File: src/rtl/pkes_pkg.sv
// Shared types, constants and register codes of the pad key event scanner.
package pkes_pkg;

  localparam int unsigned ButtonSlots = 16;
  localparam int unsigned PadBits     = 16;
  localparam int unsigned ScanSlots   = (ButtonSlots < PadBits) ? ButtonSlots : PadBits;
  localparam int unsigned IdxW        = $clog2(PadBits);

  localparam int unsigned CfgAddrW = 6;
  localparam int unsigned CfgDataW = 64;

  localparam logic [2:0] RegKeymapLow  = 3'd0;
  localparam logic [2:0] RegKeymapHigh = 3'd1;
  localparam logic [2:0] RegPrimary    = 3'd2;
  localparam logic [2:0] RegConfirm    = 3'd3;
  localparam logic [2:0] RegPoll       = 3'd4;
  localparam logic [2:0] RegReprobe    = 3'd5;
  localparam logic [2:0] RegFailLimit  = 3'd6;

  localparam logic [1:0] KindNone = 2'd0;
  localparam logic [1:0] KindMain = 2'd1;
  localparam logic [1:0] KindAlt  = 2'd2;

  localparam logic [31:0] LastPollReset = 32'hFFFF_FC18;
  localparam logic [7:0]  FailSat       = 8'hFF;

  typedef struct packed {
    logic [31:0] now_ms;
    logic [1:0]  local_levels;
    logic        menu_active;
    logic        alt_probe_ok;
    logic        alt_init_ok;
    logic        main_init_ok;
    logic        read_ok;
    logic [15:0] read_bits;
  } in_word_t;

  typedef struct packed {
    logic       is_key_event;
    logic       key_down;
    logic [7:0] key_code;
    logic       fps_overlay;
    logic       music_enable;
    logic [1:0] controller_kind;
    logic       last;
  } out_word_t;

  typedef struct packed {
    logic [63:0] keymap_low;
    logic [63:0] keymap_high;
    logic [3:0]  primary_slot;
    logic [3:0]  confirm_slot;
    logic [15:0] poll_interval;
    logic [15:0] reprobe_delay;
    logic [7:0]  failure_limit;
  } cfg_t;

  typedef struct packed {
    logic [31:0] a;
    logic [31:0] b;
    logic        sub;
    logic [15:0] lim;
  } alu_req_t;

  typedef struct packed {
    logic [31:0] res;
    logic        reached;
  } alu_rsp_t;

endpackage

File: src/rtl/pkes_cfg.sv
// Configuration register file behind the APB-style port.
module pkes_cfg import pkes_pkg::*; (
  input  logic                clk_i,
  input  logic                rst_ni,
  input  logic                psel,
  input  logic                penable,
  input  logic                pwrite,
  input  logic [CfgAddrW-1:0] paddr,
  input  logic [CfgDataW-1:0] pwdata,
  output logic [CfgDataW-1:0] prdata,
  output logic                pready,
  output cfg_t                cfg_o
);

  cfg_t       cfg_q;
  logic       wr_en;
  logic [2:0] reg_idx;

  assign pready  = 1'b1;
  assign wr_en   = psel & penable & pwrite;
  assign reg_idx = paddr[CfgAddrW-1:3];
  assign cfg_o   = cfg_q;

  always_ff @(posedge clk_i or negedge rst_ni) begin
    if (!rst_ni) begin
      cfg_q.keymap_low    <= '0;
      cfg_q.keymap_high   <= '0;
      cfg_q.primary_slot  <= 4'd0;
      cfg_q.confirm_slot  <= 4'd1;
      cfg_q.poll_interval <= 16'd8;
      cfg_q.reprobe_delay <= 16'd1000;
      cfg_q.failure_limit <= 8'd2;
    end else if (wr_en) begin
      case (reg_idx)
        RegKeymapLow:  cfg_q.keymap_low    <= pwdata;
        RegKeymapHigh: cfg_q.keymap_high   <= pwdata;
        RegPrimary:    cfg_q.primary_slot  <= pwdata[3:0];
        RegConfirm:    cfg_q.confirm_slot  <= pwdata[3:0];
        RegPoll:       cfg_q.poll_interval <= pwdata[15:0];
        RegReprobe:    cfg_q.reprobe_delay <= pwdata[15:0];
        RegFailLimit:  cfg_q.failure_limit <= pwdata[7:0];
        default: ;
      endcase
    end
  end

  always_comb begin
    case (reg_idx)
      RegKeymapLow:  prdata = cfg_q.keymap_low;
      RegKeymapHigh: prdata = cfg_q.keymap_high;
      RegPrimary:    prdata = {60'd0, cfg_q.primary_slot};
      RegConfirm:    prdata = {60'd0, cfg_q.confirm_slot};
      RegPoll:       prdata = {48'd0, cfg_q.poll_interval};
      RegReprobe:    prdata = {48'd0, cfg_q.reprobe_delay};
      RegFailLimit:  prdata = {56'd0, cfg_q.failure_limit};
      default:       prdata = '0;
    endcase
  end

endmodule

File: src/rtl/pkes_alu.sv
// Shared 32-bit add/subtract unit with signed-interval threshold compare.
module pkes_alu import pkes_pkg::*; (
  input  alu_req_t req_i,
  output alu_rsp_t rsp_o
);

  logic [31:0] sum;

  assign sum = req_i.sub ? (req_i.a - req_i.b) : (req_i.a + req_i.b);

  assign rsp_o.res     = sum;
  assign rsp_o.reached = ~sum[31] & ((|sum[30:16]) | (sum[15:0] >= req_i.lim));

endmodule

File: src/rtl/pkes_seq.sv
// Tick sequencer: button state, controller probe and poll, event scan and output word.
module pkes_seq import pkes_pkg::*; (
  input  logic      clk_i,
  input  logic      rst_ni,
  input  cfg_t      cfg_i,
  input  logic      in_valid_i,
  output logic      in_stall_o,
  input  in_word_t  in_word_i,
  output logic      out_valid_o,
  input  logic      out_stall_i,
  output out_word_t out_word_o
);

  localparam logic [3:0] S_IDLE    = 4'd0;
  localparam logic [3:0] S_LOCAL   = 4'd1;
  localparam logic [3:0] S_PROBE   = 4'd2;
  localparam logic [3:0] S_FOUND   = 4'd3;
  localparam logic [3:0] S_REPROBE = 4'd4;
  localparam logic [3:0] S_POLL    = 4'd5;
  localparam logic [3:0] S_MENU    = 4'd6;
  localparam logic [3:0] S_SCAN    = 4'd7;
  localparam logic [3:0] S_STATUS  = 4'd8;

  localparam logic [IdxW-1:0] LastIdx = IdxW'(ScanSlots - 1);

  logic [3:0]         state_q, state_d;
  in_word_t           in_q, in_d;
  logic [1:0]         kind_q, kind_d;
  logic [7:0]         fail_q, fail_d;
  logic [PadBits-1:0] cached_q, cached_d;
  logic [31:0]        next_probe_q, next_probe_d;
  logic [31:0]        last_poll_q, last_poll_d;
  logic [PadBits-1:0] prev_pad_q, prev_pad_d;
  logic [1:0]         prev_local_q, prev_local_d;
  logic               overlay_q, overlay_d;
  logic               music_q, music_d;
  logic [PadBits-1:0] cur_q, cur_d;
  logic [PadBits-1:0] changed_q, changed_d;
  logic [IdxW-1:0]    idx_q, idx_d;
  logic               out_valid_q, out_valid_d;
  out_word_t          out_q, out_d;

  alu_req_t           alu_req;
  alu_rsp_t           alu_rsp;
  logic               can_load;
  logic               accept;
  logic [1:0]         pressed;
  logic [7:0]         fail_inc;
  logic [PadBits-1:0] cur_menu;
  logic [127:0]       keymap;
  logic [7:0]         code;
  logic               emit;

  pkes_alu u_alu (
    .req_i (alu_req),
    .rsp_o (alu_rsp)
  );

  assign in_stall_o  = (state_q != S_IDLE);
  assign accept      = in_valid_i & ~in_stall_o;
  assign can_load    = ~out_valid_q | ~out_stall_i;
  assign out_valid_o = out_valid_q;
  assign out_word_o  = out_q;

  assign pressed  = ~in_q.local_levels;
  assign fail_inc = (fail_q == FailSat) ? fail_q : fail_q + 8'd1;
  assign keymap   = {cfg_i.keymap_high, cfg_i.keymap_low};
  assign code     = keymap[{idx_q, 3'b000} +: 8];
  assign emit     = changed_q[idx_q] & (code != 8'd0);

  always_comb begin
    cur_menu = cur_q;
    if (in_q.menu_active && cur_q[cfg_i.primary_slot]) begin
      cur_menu[cfg_i.primary_slot] = 1'b0;
      cur_menu[cfg_i.confirm_slot] = 1'b1;
    end
  end

  always_comb begin
    alu_req.a   = in_q.now_ms;
    alu_req.b   = next_probe_q;
    alu_req.sub = 1'b1;
    alu_req.lim = '0;
    case (state_q)
      S_FOUND: begin
        alu_req.b = {16'd0, cfg_i.poll_interval};
      end
      S_REPROBE: begin
        alu_req.b   = {16'd0, cfg_i.reprobe_delay};
        alu_req.sub = 1'b0;
      end
      S_POLL: begin
        alu_req.b   = last_poll_q;
        alu_req.lim = cfg_i.poll_interval;
      end
      default: ;
    endcase
  end

  always_comb begin
    state_d      = state_q;
    in_d         = in_q;
    kind_d       = kind_q;
    fail_d       = fail_q;
    cached_d     = cached_q;
    next_probe_d = next_probe_q;
    last_poll_d  = last_poll_q;
    prev_pad_d   = prev_pad_q;
    prev_local_d = prev_local_q;
    overlay_d    = overlay_q;
    music_d      = music_q;
    cur_d        = cur_q;
    changed_d    = changed_q;
    idx_d        = idx_q;
    out_valid_d  = out_valid_q & out_stall_i;
    out_d        = out_q;

    case (state_q)
      S_IDLE: begin
        if (accept) begin
          in_d    = in_word_i;
          state_d = S_LOCAL;
        end
      end
      S_LOCAL: begin
        if (pressed[0] && !prev_local_q[0]) overlay_d = ~overlay_q;
        if (pressed[1] && !prev_local_q[1]) music_d = ~music_q;
        prev_local_d = pressed;
        state_d      = (kind_q == KindNone) ? S_PROBE : S_POLL;
      end
      S_PROBE: begin
        state_d = S_POLL;
        if (alu_rsp.reached) begin
          if (in_q.alt_probe_ok) begin
            if (in_q.alt_init_ok) begin
              kind_d  = KindAlt;
              fail_d  = '0;
              state_d = S_FOUND;
            end else begin
              state_d = S_REPROBE;
            end
          end else if (in_q.main_init_ok) begin
            kind_d  = KindMain;
            fail_d  = '0;
            state_d = S_FOUND;
          end else begin
            state_d = S_REPROBE;
          end
        end
      end
      S_FOUND: begin
        last_poll_d = alu_rsp.res;
        state_d     = S_POLL;
      end
      S_REPROBE: begin
        next_probe_d = alu_rsp.res;
        state_d      = S_POLL;
      end
      S_POLL: begin
        state_d = S_MENU;
        cur_d   = cached_q;
        if (kind_q == KindNone) begin
          cur_d = '0;
        end else if (alu_rsp.reached) begin
          last_poll_d = in_q.now_ms;
          if (in_q.read_ok) begin
            cur_d    = in_q.read_bits;
            cached_d = in_q.read_bits;
            fail_d   = '0;
          end else begin
            cur_d    = '0;
            cached_d = '0;
            fail_d   = fail_inc;
            if (fail_inc >= cfg_i.failure_limit) begin
              kind_d  = KindNone;
              fail_d  = '0;
              state_d = S_REPROBE;
            end
          end
        end
      end
      S_MENU: begin
        cur_d      = cur_menu;
        changed_d  = cur_menu ^ prev_pad_q;
        prev_pad_d = cur_menu;
        idx_d      = '0;
        state_d    = S_SCAN;
      end
      S_SCAN: begin
        if (!emit || can_load) begin
          if (emit) begin
            out_valid_d           = 1'b1;
            out_d.is_key_event    = 1'b1;
            out_d.key_down        = cur_q[idx_q];
            out_d.key_code        = code;
            out_d.fps_overlay     = overlay_q;
            out_d.music_enable    = music_q;
            out_d.controller_kind = kind_q;
            out_d.last            = 1'b0;
          end
          idx_d = idx_q + 1'b1;
          if (idx_q == LastIdx) state_d = S_STATUS;
        end
      end
      S_STATUS: begin
        if (can_load) begin
          out_valid_d           = 1'b1;
          out_d.is_key_event    = 1'b0;
          out_d.key_down        = 1'b0;
          out_d.key_code        = '0;
          out_d.fps_overlay     = overlay_q;
          out_d.music_enable    = music_q;
          out_d.controller_kind = kind_q;
          out_d.last            = 1'b1;
          state_d               = S_IDLE;
        end
      end
      default: state_d = S_IDLE;
    endcase
  end

  always_ff @(posedge clk_i or negedge rst_ni) begin
    if (!rst_ni) begin
      state_q      <= S_IDLE;
      kind_q       <= KindNone;
      fail_q       <= '0;
      cached_q     <= '0;
      next_probe_q <= '0;
      last_poll_q  <= LastPollReset;
      prev_pad_q   <= '0;
      prev_local_q <= '0;
      overlay_q    <= 1'b0;
      music_q      <= 1'b1;
      idx_q        <= '0;
      out_valid_q  <= 1'b0;
    end else begin
      state_q      <= state_d;
      kind_q       <= kind_d;
      fail_q       <= fail_d;
      cached_q     <= cached_d;
      next_probe_q <= next_probe_d;
      last_poll_q  <= last_poll_d;
      prev_pad_q   <= prev_pad_d;
      prev_local_q <= prev_local_d;
      overlay_q    <= overlay_d;
      music_q      <= music_d;
      idx_q        <= idx_d;
      out_valid_q  <= out_valid_d;
    end
  end

  always_ff @(posedge clk_i) begin
    in_q      <= in_d;
    cur_q     <= cur_d;
    changed_q <= changed_d;
    out_q     <= out_d;
  end

  a_accept_busy: assert property (@(posedge clk_i) disable iff (!rst_ni)
    accept |=> in_stall_o)
    else $error("accepted word did not start the sequencer");

  a_no_ctrl_no_fail: assert property (@(posedge clk_i) disable iff (!rst_ni)
    (kind_q == KindNone) |-> (fail_q == 8'd0))
    else $error("failure count held without a controller");

  a_kind_code: assert property (@(posedge clk_i) disable iff (!rst_ni)
    kind_q != 2'd3)
    else $error("controller kind holds an unused code");

  a_status_close: assert property (@(posedge clk_i) disable iff (!rst_ni)
    (state_q == S_STATUS && state_d == S_IDLE) |=> (out_valid_q && out_q.last))
    else $error("tick closed without a status word");

  a_event_not_last: assert property (@(posedge clk_i) disable iff (!rst_ni)
    (out_valid_q && out_q.is_key_event) |-> !out_q.last)
    else $error("key event word marked last");

endmodule

File: src/rtl/pad_key_event_scanner.sv
// Top level of the pad key event scanner: register file and tick sequencer.
//
// One input word per tick carries the time, local button levels, menu flag
// and the controller probe/init/read answers. Each tick yields zero to
// sixteen key event words, lowest button slot first, then one status word
// with last set. Both channels use valid/stall; a word moves on a rising
// edge with valid high and stall low.
// An accepted word steps through the sequencer states, which share the
// 32-bit add/compare unit (local buttons, probe, found or reprobe, poll, a
// reprobe and second poll when a controller drops, menu remap), then the
// scan, one button slot per cycle while the output does not stall, then
// the status word. in_stall_o stays high for the whole tick and drops once
// the status word is loaded, so no new word is accepted during a tick.
// Results pass through one output register; a stall on the output holds
// that word and pauses the scan at the next key event until it is taken.
// The next input word is accepted while the status word still waits.
// Reset clears the controller state, sets music on and the overlay off,
// and loads the register defaults. Write registers over the APB-style
// port only while no tick is in progress.
module pad_key_event_scanner import pkes_pkg::*; (
  input  logic                clk_i,
  input  logic                rst_ni,
  input  logic                psel,
  input  logic                penable,
  input  logic                pwrite,
  input  logic [CfgAddrW-1:0] paddr,
  input  logic [CfgDataW-1:0] pwdata,
  output logic [CfgDataW-1:0] prdata,
  output logic                pready,
  input  logic                in_valid_i,
  output logic                in_stall_o,
  input  in_word_t            in_word_i,
  output logic                out_valid_o,
  input  logic                out_stall_i,
  output out_word_t           out_word_o
);

  cfg_t cfg;

  pkes_cfg u_cfg (
    .clk_i   (clk_i),
    .rst_ni  (rst_ni),
    .psel    (psel),
    .penable (penable),
    .pwrite  (pwrite),
    .paddr   (paddr),
    .pwdata  (pwdata),
    .prdata  (prdata),
    .pready  (pready),
    .cfg_o   (cfg)
  );

  pkes_seq u_seq (
    .clk_i       (clk_i),
    .rst_ni      (rst_ni),
    .cfg_i       (cfg),
    .in_valid_i  (in_valid_i),
    .in_stall_o  (in_stall_o),
    .in_word_i   (in_word_i),
    .out_valid_o (out_valid_o),
    .out_stall_i (out_stall_i),
    .out_word_o  (out_word_o)
  );

endmodule
File: config.mk
export PLATFORM = sky130hd
export DESIGN_NAME = pad_key_event_scanner
export DESIGN_NICKNAME = d
export VERILOG_FILES = /design/src/rtl/pkes_pkg.sv /design/src/rtl/pkes_cfg.sv /design/src/rtl/pkes_alu.sv /design/src/rtl/pkes_seq.sv /design/src/rtl/pad_key_event_scanner.sv
export SDC_FILE = /design/constraint.sdc
export NUM_CORES = 1
export LEC_CHECK = 0
export ABC_CLOCK_PERIOD_IN_PS = 6940
export BUFFER_PORTS_ARGS = -buffer_cell sky130_fd_sc_hd__buf_2
export CORE_AREA = 2 2 255 257
export DETAILED_ROUTE_END_ITERATION = 7
export DIE_AREA = 0 0 257 259
export SLEW_MARGIN = 40
export SYNTH_ARGS = -nofsm -noshare
export SYNTH_HDL_FRONTEND = slang
export SYNTH_SLANG_ARGS = --single-unit
File: constraint.sdc
create_clock -name clk_i -period 6.94 [get_ports clk_i]
set_clock_uncertainty 0.15 [all_clocks]
set_input_delay 2.082 -clock clk_i [delete_from_list [all_inputs] [get_ports clk_i]]
set_output_delay 2.082 -clock clk_i [all_outputs]
set_load 0.01 [all_outputs]
; Word level (Yosys, flattened, before mapping)
; Cells that the tools add are included.
[word_totals]
output_inout_bits = 82
reg_bits = 397
elab_cells = 199
input_bits = 132
[op_classes]
n_lt_le_gt_ge = 7
n_shift = 1
bitwise = 20
mux = 65
addsub = 4
reduce_logical = 38
n_eq_ne = 28
[op_table]
columns = op, n
row1 = $pmux W64 S7, 1
row2 = $shiftx A128 B8 Y8, 1
row3 = $mux W32, 3
row4 = $pmux W32 S3, 1
row5 = $mux W16, 5
row6 = $mux W8, 9
row7 = $pmux W32 S2, 1
row8 = $mux W15, 3
row9 = $mux W4, 10
row10 = $add A32 B32 Y32, 1
row11 = $pmux W16 S2, 1
row12 = $pmux W4 S8, 1
row13 = $sub A32 B32 Y32, 1
row14 = $pmux W15 S2, 1
row15 = $reduce_and A2 Y1, 12
row16 = $mux W2, 9
row17 = $and A16 B16 Y16, 1
row18 = $eq A4 B3 Y1 const B, 4
row19 = $ge A16 B16 Y1, 1
row20 = $ne A2 B1 Y1 const B, 8
row21 = $not A16 Y16, 1
row22 = $or A16 B16 Y16, 1
row23 = $pmux W8 S2, 1
row24 = $xor A16 B16 Y16, 1
row25 = other kinds (41), 85

; Depth between registers and ports, before layout
[logic_depth]
word_depth = 10
mapped_depth = 32

; Modules after synthesis
; Synthesis repeated with hierarchy kept, for this count alone.
[hier_totals]
cells_unflattened = 1870
area_unflattened_um2 = 22013.6
[modules_own_cells]
columns = mod, cells_each, seq_area_each_um2, n_inst, area_each_um2
row1 = pkes_seq, 958, 6072.1, 1, 11214.5
row2 = pkes_cfg, 515, 4415.5, 1, 8034.0
row3 = pkes_alu, 397, 0.0, 1, 2765.2

; Least setup slack after synthesis
; OpenSTA, ideal clock, no wires.
[synth_timing]
path_kind = input port to output port
startpoint = input port paddr[3]
endpoint = output port prdata[2]
path_buffers = 2
arrival_time_ns = 3.687
setup_slack_ns = 1.021
cell_stages = 5
path_cell_list = clkbuf_1 -> buf_1 -> mux4_2 -> nand2_1 -> o21ai_0
[synth_via]
elab_chain_cells = 2
elab_cells_between_ends = 8
classes_between = eq/ne (6) / mux (1) / reduce/logical (1)
[synth_rtl]
columns = element, line
row1 = start: declaration, pad_key_event_scanner.sv:26  ; input logic [CfgAddrW-1:0] paddr,
row2 = "$eq A3 B3 Y1, or another cell as far along", pkes_cfg.sv:48  ; case (reg_idx)
row3 = $pmux W64 S7 *, pkes_cfg.sv:48
row4 = end: declaration, pad_key_event_scanner.sv:28  ; output logic [CfgDataW-1:0] prdata,
; Mark *: on every way between the ends. The rest lies on a longest branch, timed or not.

; Worst setup path in the final report
[layout_timing]
startpoint = register u_seq.state_q[3]
endpoint = register u_seq.last_poll_q[23]
[layout_via]
elab_chain_cells = 9
elab_cells_between_ends = 18
classes_between = add/sub (2) / order compare (1) / eq/ne (5) / mux (4) / bitwise (3) / reduce/logical (3)
[layout_rtl]
columns = element, line
row1 = start: declaration, pkes_seq.sv:26  ; logic [3:0] state_q, state_d;
row2 = start signal: assignment, pkes_seq.sv:237  ; state_q <= state_d;
row3 = "$eq A4 B3 Y1, or another cell as far along", "pkes_seq.sv:84, pkes_seq.sv:118"
row4 = $pmux W32 S3, pkes_seq.sv:84  ; case (state_q)
row5 = $sub A32 B32 Y32 or $add A32 B32 Y32 (tied branches), pkes_alu.sv:9  ; assign sum = req_i.sub ? (req_i.a - req_i.b) : (req_i.a + req_i.b);
row6 = $mux W32, pkes_alu.sv:9
row7 = $ge A16 B16 Y1 or $reduce_or A15 Y1 (tied branches), pkes_alu.sv:12  ; assign rsp_o.reached = ~sum[31] & ((|sum[30:16]) | (sum[15:0] >= req_i.lim));
row8 = $or A1 B1 Y1, pkes_alu.sv:12
row9 = $and A1 B1 Y1, pkes_alu.sv:12
row10 = $ne A2 B1 Y1 (no line), -
row11 = $reduce_and A3 Y1 (no line), -
row12 = end signal: assignment, pkes_seq.sv:229  ; last_poll_q <= LastPollReset;
row13 = end signal: assignment, pkes_seq.sv:242  ; last_poll_q <= last_poll_d;
row14 = end: declaration, pkes_seq.sv:32  ; logic [31:0] last_poll_q, last_poll_d;
; Parallel ways exist; a longest one is shown, timed or not.
; A chain may end at the register's enable or synchronous reset.

==> impl_metrics.py <==
metrics = {
    "floorplan": {
        "die_x_um": 257,
        "core_area_mm2": 0.0639,
        "die_h_um": 259,
        "die-area_mm2": 0.0666,
        "io_pins": 214,
        "start_util": 0.346,
        "fp-row-count": 93,
    },
    "pwr": {
        "p_switching_uw": 5970,
        "seq_power_share": 0.274,
        "cellPowerDensity_mw_per_mm2": 533,
        "p_int_uw": 8000,
        "vdd_drop_max_mv": 0.283,
        "clockPowerShare": 0.175,
        "netSwitchingFraction": 0.427,
        "p_comb_frac": 0.551,
        "leakage_uw": 0.0112,
    },
    "layout": {
        "final_cell_mix": "dfrtp_1, nand2_1, buf_2",
        "layout_commonest_cell": "dfrtp_1",
        "synthToLayoutAreaGrowth_pct": 18.6,
        "drive_gt1_frac": 0.333,
        "nNetsFinal": 2356,
        "final_util": 0.410,
    },
    "yosys": {
        "syn_area_per_cell_um2": 11.4,
        "synth_edf_count": 102,
        "syn_inst": 1944,
        "ys_async_sr_fraction": 0.743,
        "synth_seq_area_share": 0.475,
        "ys_ff_latch": 397,
        "ys_types": 92,
        "synth_area_mm2": 0.0221,
        "syn_nets": 2135,
        "ys_dominant_reg_cell": "dfrtp_1",
        "ys.warnings.count": 0,
    },
    "critical_path": {
        "worstPathRequired_ns": 7.29,
        "worst_setup_path_start_kind": "flip-flop",
        "cp_data_arrival_time_ns": 7.08,
        "reg2regPathDepth": 24,
        "cpPeakStageDelay_ns": 0.62,
        "r2r_slack_ns": 0.21,
        "timing.critical_path.cells": "and4bb_4 > a21oi_2 > buf_6 > a221o_1 > or3_1 > or3_1 > nand2b_1 > o21ai_2 > and3_4 > and2_1 > nand2_1 > xnor2_1 > ha_1 > nand2_1 > o21a_1 > nand2_1 > or4bb_1 > o221ai_1 > or3_1 > nand4_1 > and4bb_2 > a2111o_2 > clkbuf_16 > o221a_2",
        "slowest_stage": "a2111o_2",
        "r2r-end": "u_seq.last_poll_q[23]",
        "cp-end-kind": "flip-flop",
        "crit_type": "reg -> reg",
        "r2r_start": "u_seq.state_q[3]",
        "cp_max_fo": 15,
    },
    "global_route": {
        "grt_pass1_wl_um": 101000,
        "grt_pass1_vias": 16706,
        "antenna_found_initial": 8,
        "grtUsageTotal": 0.192,
        "grt_max_degree": 107,
        "grt_overflow": 0,
    },
    "sta": {
        "setup_violations": 0,
        "worst_slack_ns": 0.207,
        "maxSlewViolCount": 0,
        "maxClockFrequency_mhz": 149,
        "min_period_over_period": 0.970,
        "hold_viol_final": 0,
        "whs_ns": 0.327,
        "min_period_ns": 6.73,
        "worst_pin_slew_ns": 0.833,
        "slew_headroom": 0.445,
    },
    "run": {
        "drv_cap": 0,
    },
    "min_path": {
        "min_path_cells": 1,
        "min_to": "u_seq.overlay_q",
        "hp-start": "u_seq.overlay_q",
        "hold_path_class": "reg -> reg",
    },
    "cts": {
        "cts_made_buffers": 45,
        "clk_latency_ns": 0.62,
        "cts_root_buf": "clkbuf_16",
        "clkTransAtPathRegs_ns": 0.06,
        "cts_tree": "done",
        "clock_sinks": 397,
        "h-tree-depth": 2,
        "cts_buffer_depth": 3,
    },
    "place": {
        "detailed_place_hpwl_um": 48200,
        "gp_congestion": 0.899,
        "place_ws_ns": -0.0302,
        "io_buffers": 209,
    },
    "drt": {
        "drtPass1Iterations": 6,
        "drtIter0Drc": 1522,
        "routed_wirelength_um": 65500,
        "drcViolationCount": 0,
        "via_per_inst": 5.46,
        "wl_per_cell_um": 21.4,
        "vias": 16712,
        "ant_nets": 0,
    },
    "outcome": {
        "status": "finished, final reports clean",
    },
}
[timing repair]
| item | 4_1_cts | 5_1_grt |
|---|---|---|
| gates cloned | 0 | 1 |
| gates resized for setup | 2 | 42 |
| setup endpoints to repair | 30 | 76 |
| hold buffers | 0 | 0 |
| buffers inserted | 1 | 5 |
| pin swaps | 1 | 13 |
[metrics by stage]
| stage | instances | TNS, ns | instance area [um2] | total power (uW) |
|---|---|---|---|---|
| 2_1_floorplan | 1944 | 0 | 22100 | 8970 |
| 4_1_cts | 3051 | 0 | 25900 | 13700 |
| 3_3_place_gp | 2966 | 0 | 24400 | 11000 |
| 6_report | 3062 | 0 | 26200 | 14000 |
| 3_5_place_dp | 2966 | -0.360 | 24400 | 11100 |
| 5_1_grt | 3062 | -0.254 | 26200 | 15000 |
[final cells by class]
class	count	area, um2
antenna	5	12.5
clock buffer	61	1260
clock inverter	23	269
fill	6114	37700
inverter	49	184
multi-input combinational	1382	11100
sequential	397	10500
tap	855	1070
timing repair buffer	290	1770
[flip-flops by register name, summed over array words and instances (netlist names), 2 cells and up]
name	flops
u_seq.prev_local_q	2
u_seq.next_probe_q	32
u_seq.changed_q	16
u_seq.cached_q	16
u_seq.kind_q	2
u_cfg.cfg_o	176
u_seq.fail_q	8
u_seq.alu_req	32
u_seq.idx_q	4
u_seq.prev_pad_q	16
u_seq.last_poll_q	32
u_seq.out_word_o	15
u_seq.state_q	4
u_seq.in_q	23
u_seq.cur_q	16
[logic make-up after synthesis]
group | count (synthesis) | share of synthesized area
compound gates | 459 | 0.146
mux | 279 | 0.174
other cells | 1 | 0.000170
simple gates | 504 | 0.109
flops | 397 | 0.475
buf+inv | 165 | 0.0312
xor+xnor | 80 | 0.0317
fa+ha+maj | 59 | 0.0338
[synthesized netlist by cell type, types with 11 or more instances]
cell type | n | share of area
o21ai_0 | 115 | 0.026
a21o_1 | 31 | 0.011
mux2_2 | 175 | 0.089
a221o_1 | 12 | 0.0054
and2_1 | 21 | 0.0060
nand2b_1 | 15 | 0.0043
a21oi_1 | 83 | 0.019
xnor2_1 | 47 | 0.019
buf_1 | 11 | 0.0019
nand3_1 | 27 | 0.0061
o21a_1 | 11 | 0.0037
mux2i_1 | 36 | 0.016
nor2b_1 | 18 | 0.0051
a22oi_1 | 26 | 0.0088
ha_1 | 58 | 0.033
buf_2 | 24 | 0.0054
xor2_1 | 33 | 0.013
nor4_1 | 14 | 0.0040
nand2_1 | 215 | 0.037
dfrtp_1 | 261 | 0.30
edfxtp_1 | 102 | 0.14
a31oi_1 | 13 | 0.0037
a22o_1 | 50 | 0.020
dfstp_2 | 34 | 0.040
o221a_2 | 30 | 0.015
inv_1 | 46 | 0.0078
mux4_2 | 65 | 0.066
nor3_1 | 17 | 0.0039
clkbuf_1 | 72 | 0.012
nor2_1 | 111 | 0.019
[power groups by stage]
stage                     logic (uW)  clock network, uW  registers [uW]
final                           7690               2440            3830
after global routing            8490               2600            3910
after detailed placement        7290                  0            3850
after floorplan                 5380                  0            3580
after CTS                       7370               2510            3820
after global placement          7150                  0            3820
[worst max-delay path, delay by kind of cell, from the launching register on]
family          cells  cell delay [ns]
simple gates       13             3.30
buf+inv             2             0.41
xor+xnor            1             0.13
fa+ha+maj           1             0.36
compound gates      7             1.81
flops               1             0.46
[worst max path at each step]
stage,start,endpoint,cells past startpoint
2_1_floorplan,paddr[3],prdata[2],5
3_3_place_gp,u_seq.state_q[3],u_seq.last_poll_q[0],25
3_5_place_dp,u_seq.state_q[3],u_seq.last_poll_q[1],25
4_1_cts,u_seq.state_q[3],u_seq.last_poll_q[9],27
5_1_grt,u_seq.state_q[0],u_seq.last_poll_q[10],29
6_report,u_seq.state_q[3],u_seq.last_poll_q[23],24
[routing by layer]
metal  track usage  wire, um
met3        0.0333      3630
met5             0        33
met1         0.267     29700
met4        0.0683      2090
met2         0.303     30000
Note: power is estimated with default switching activity, not from simulation.
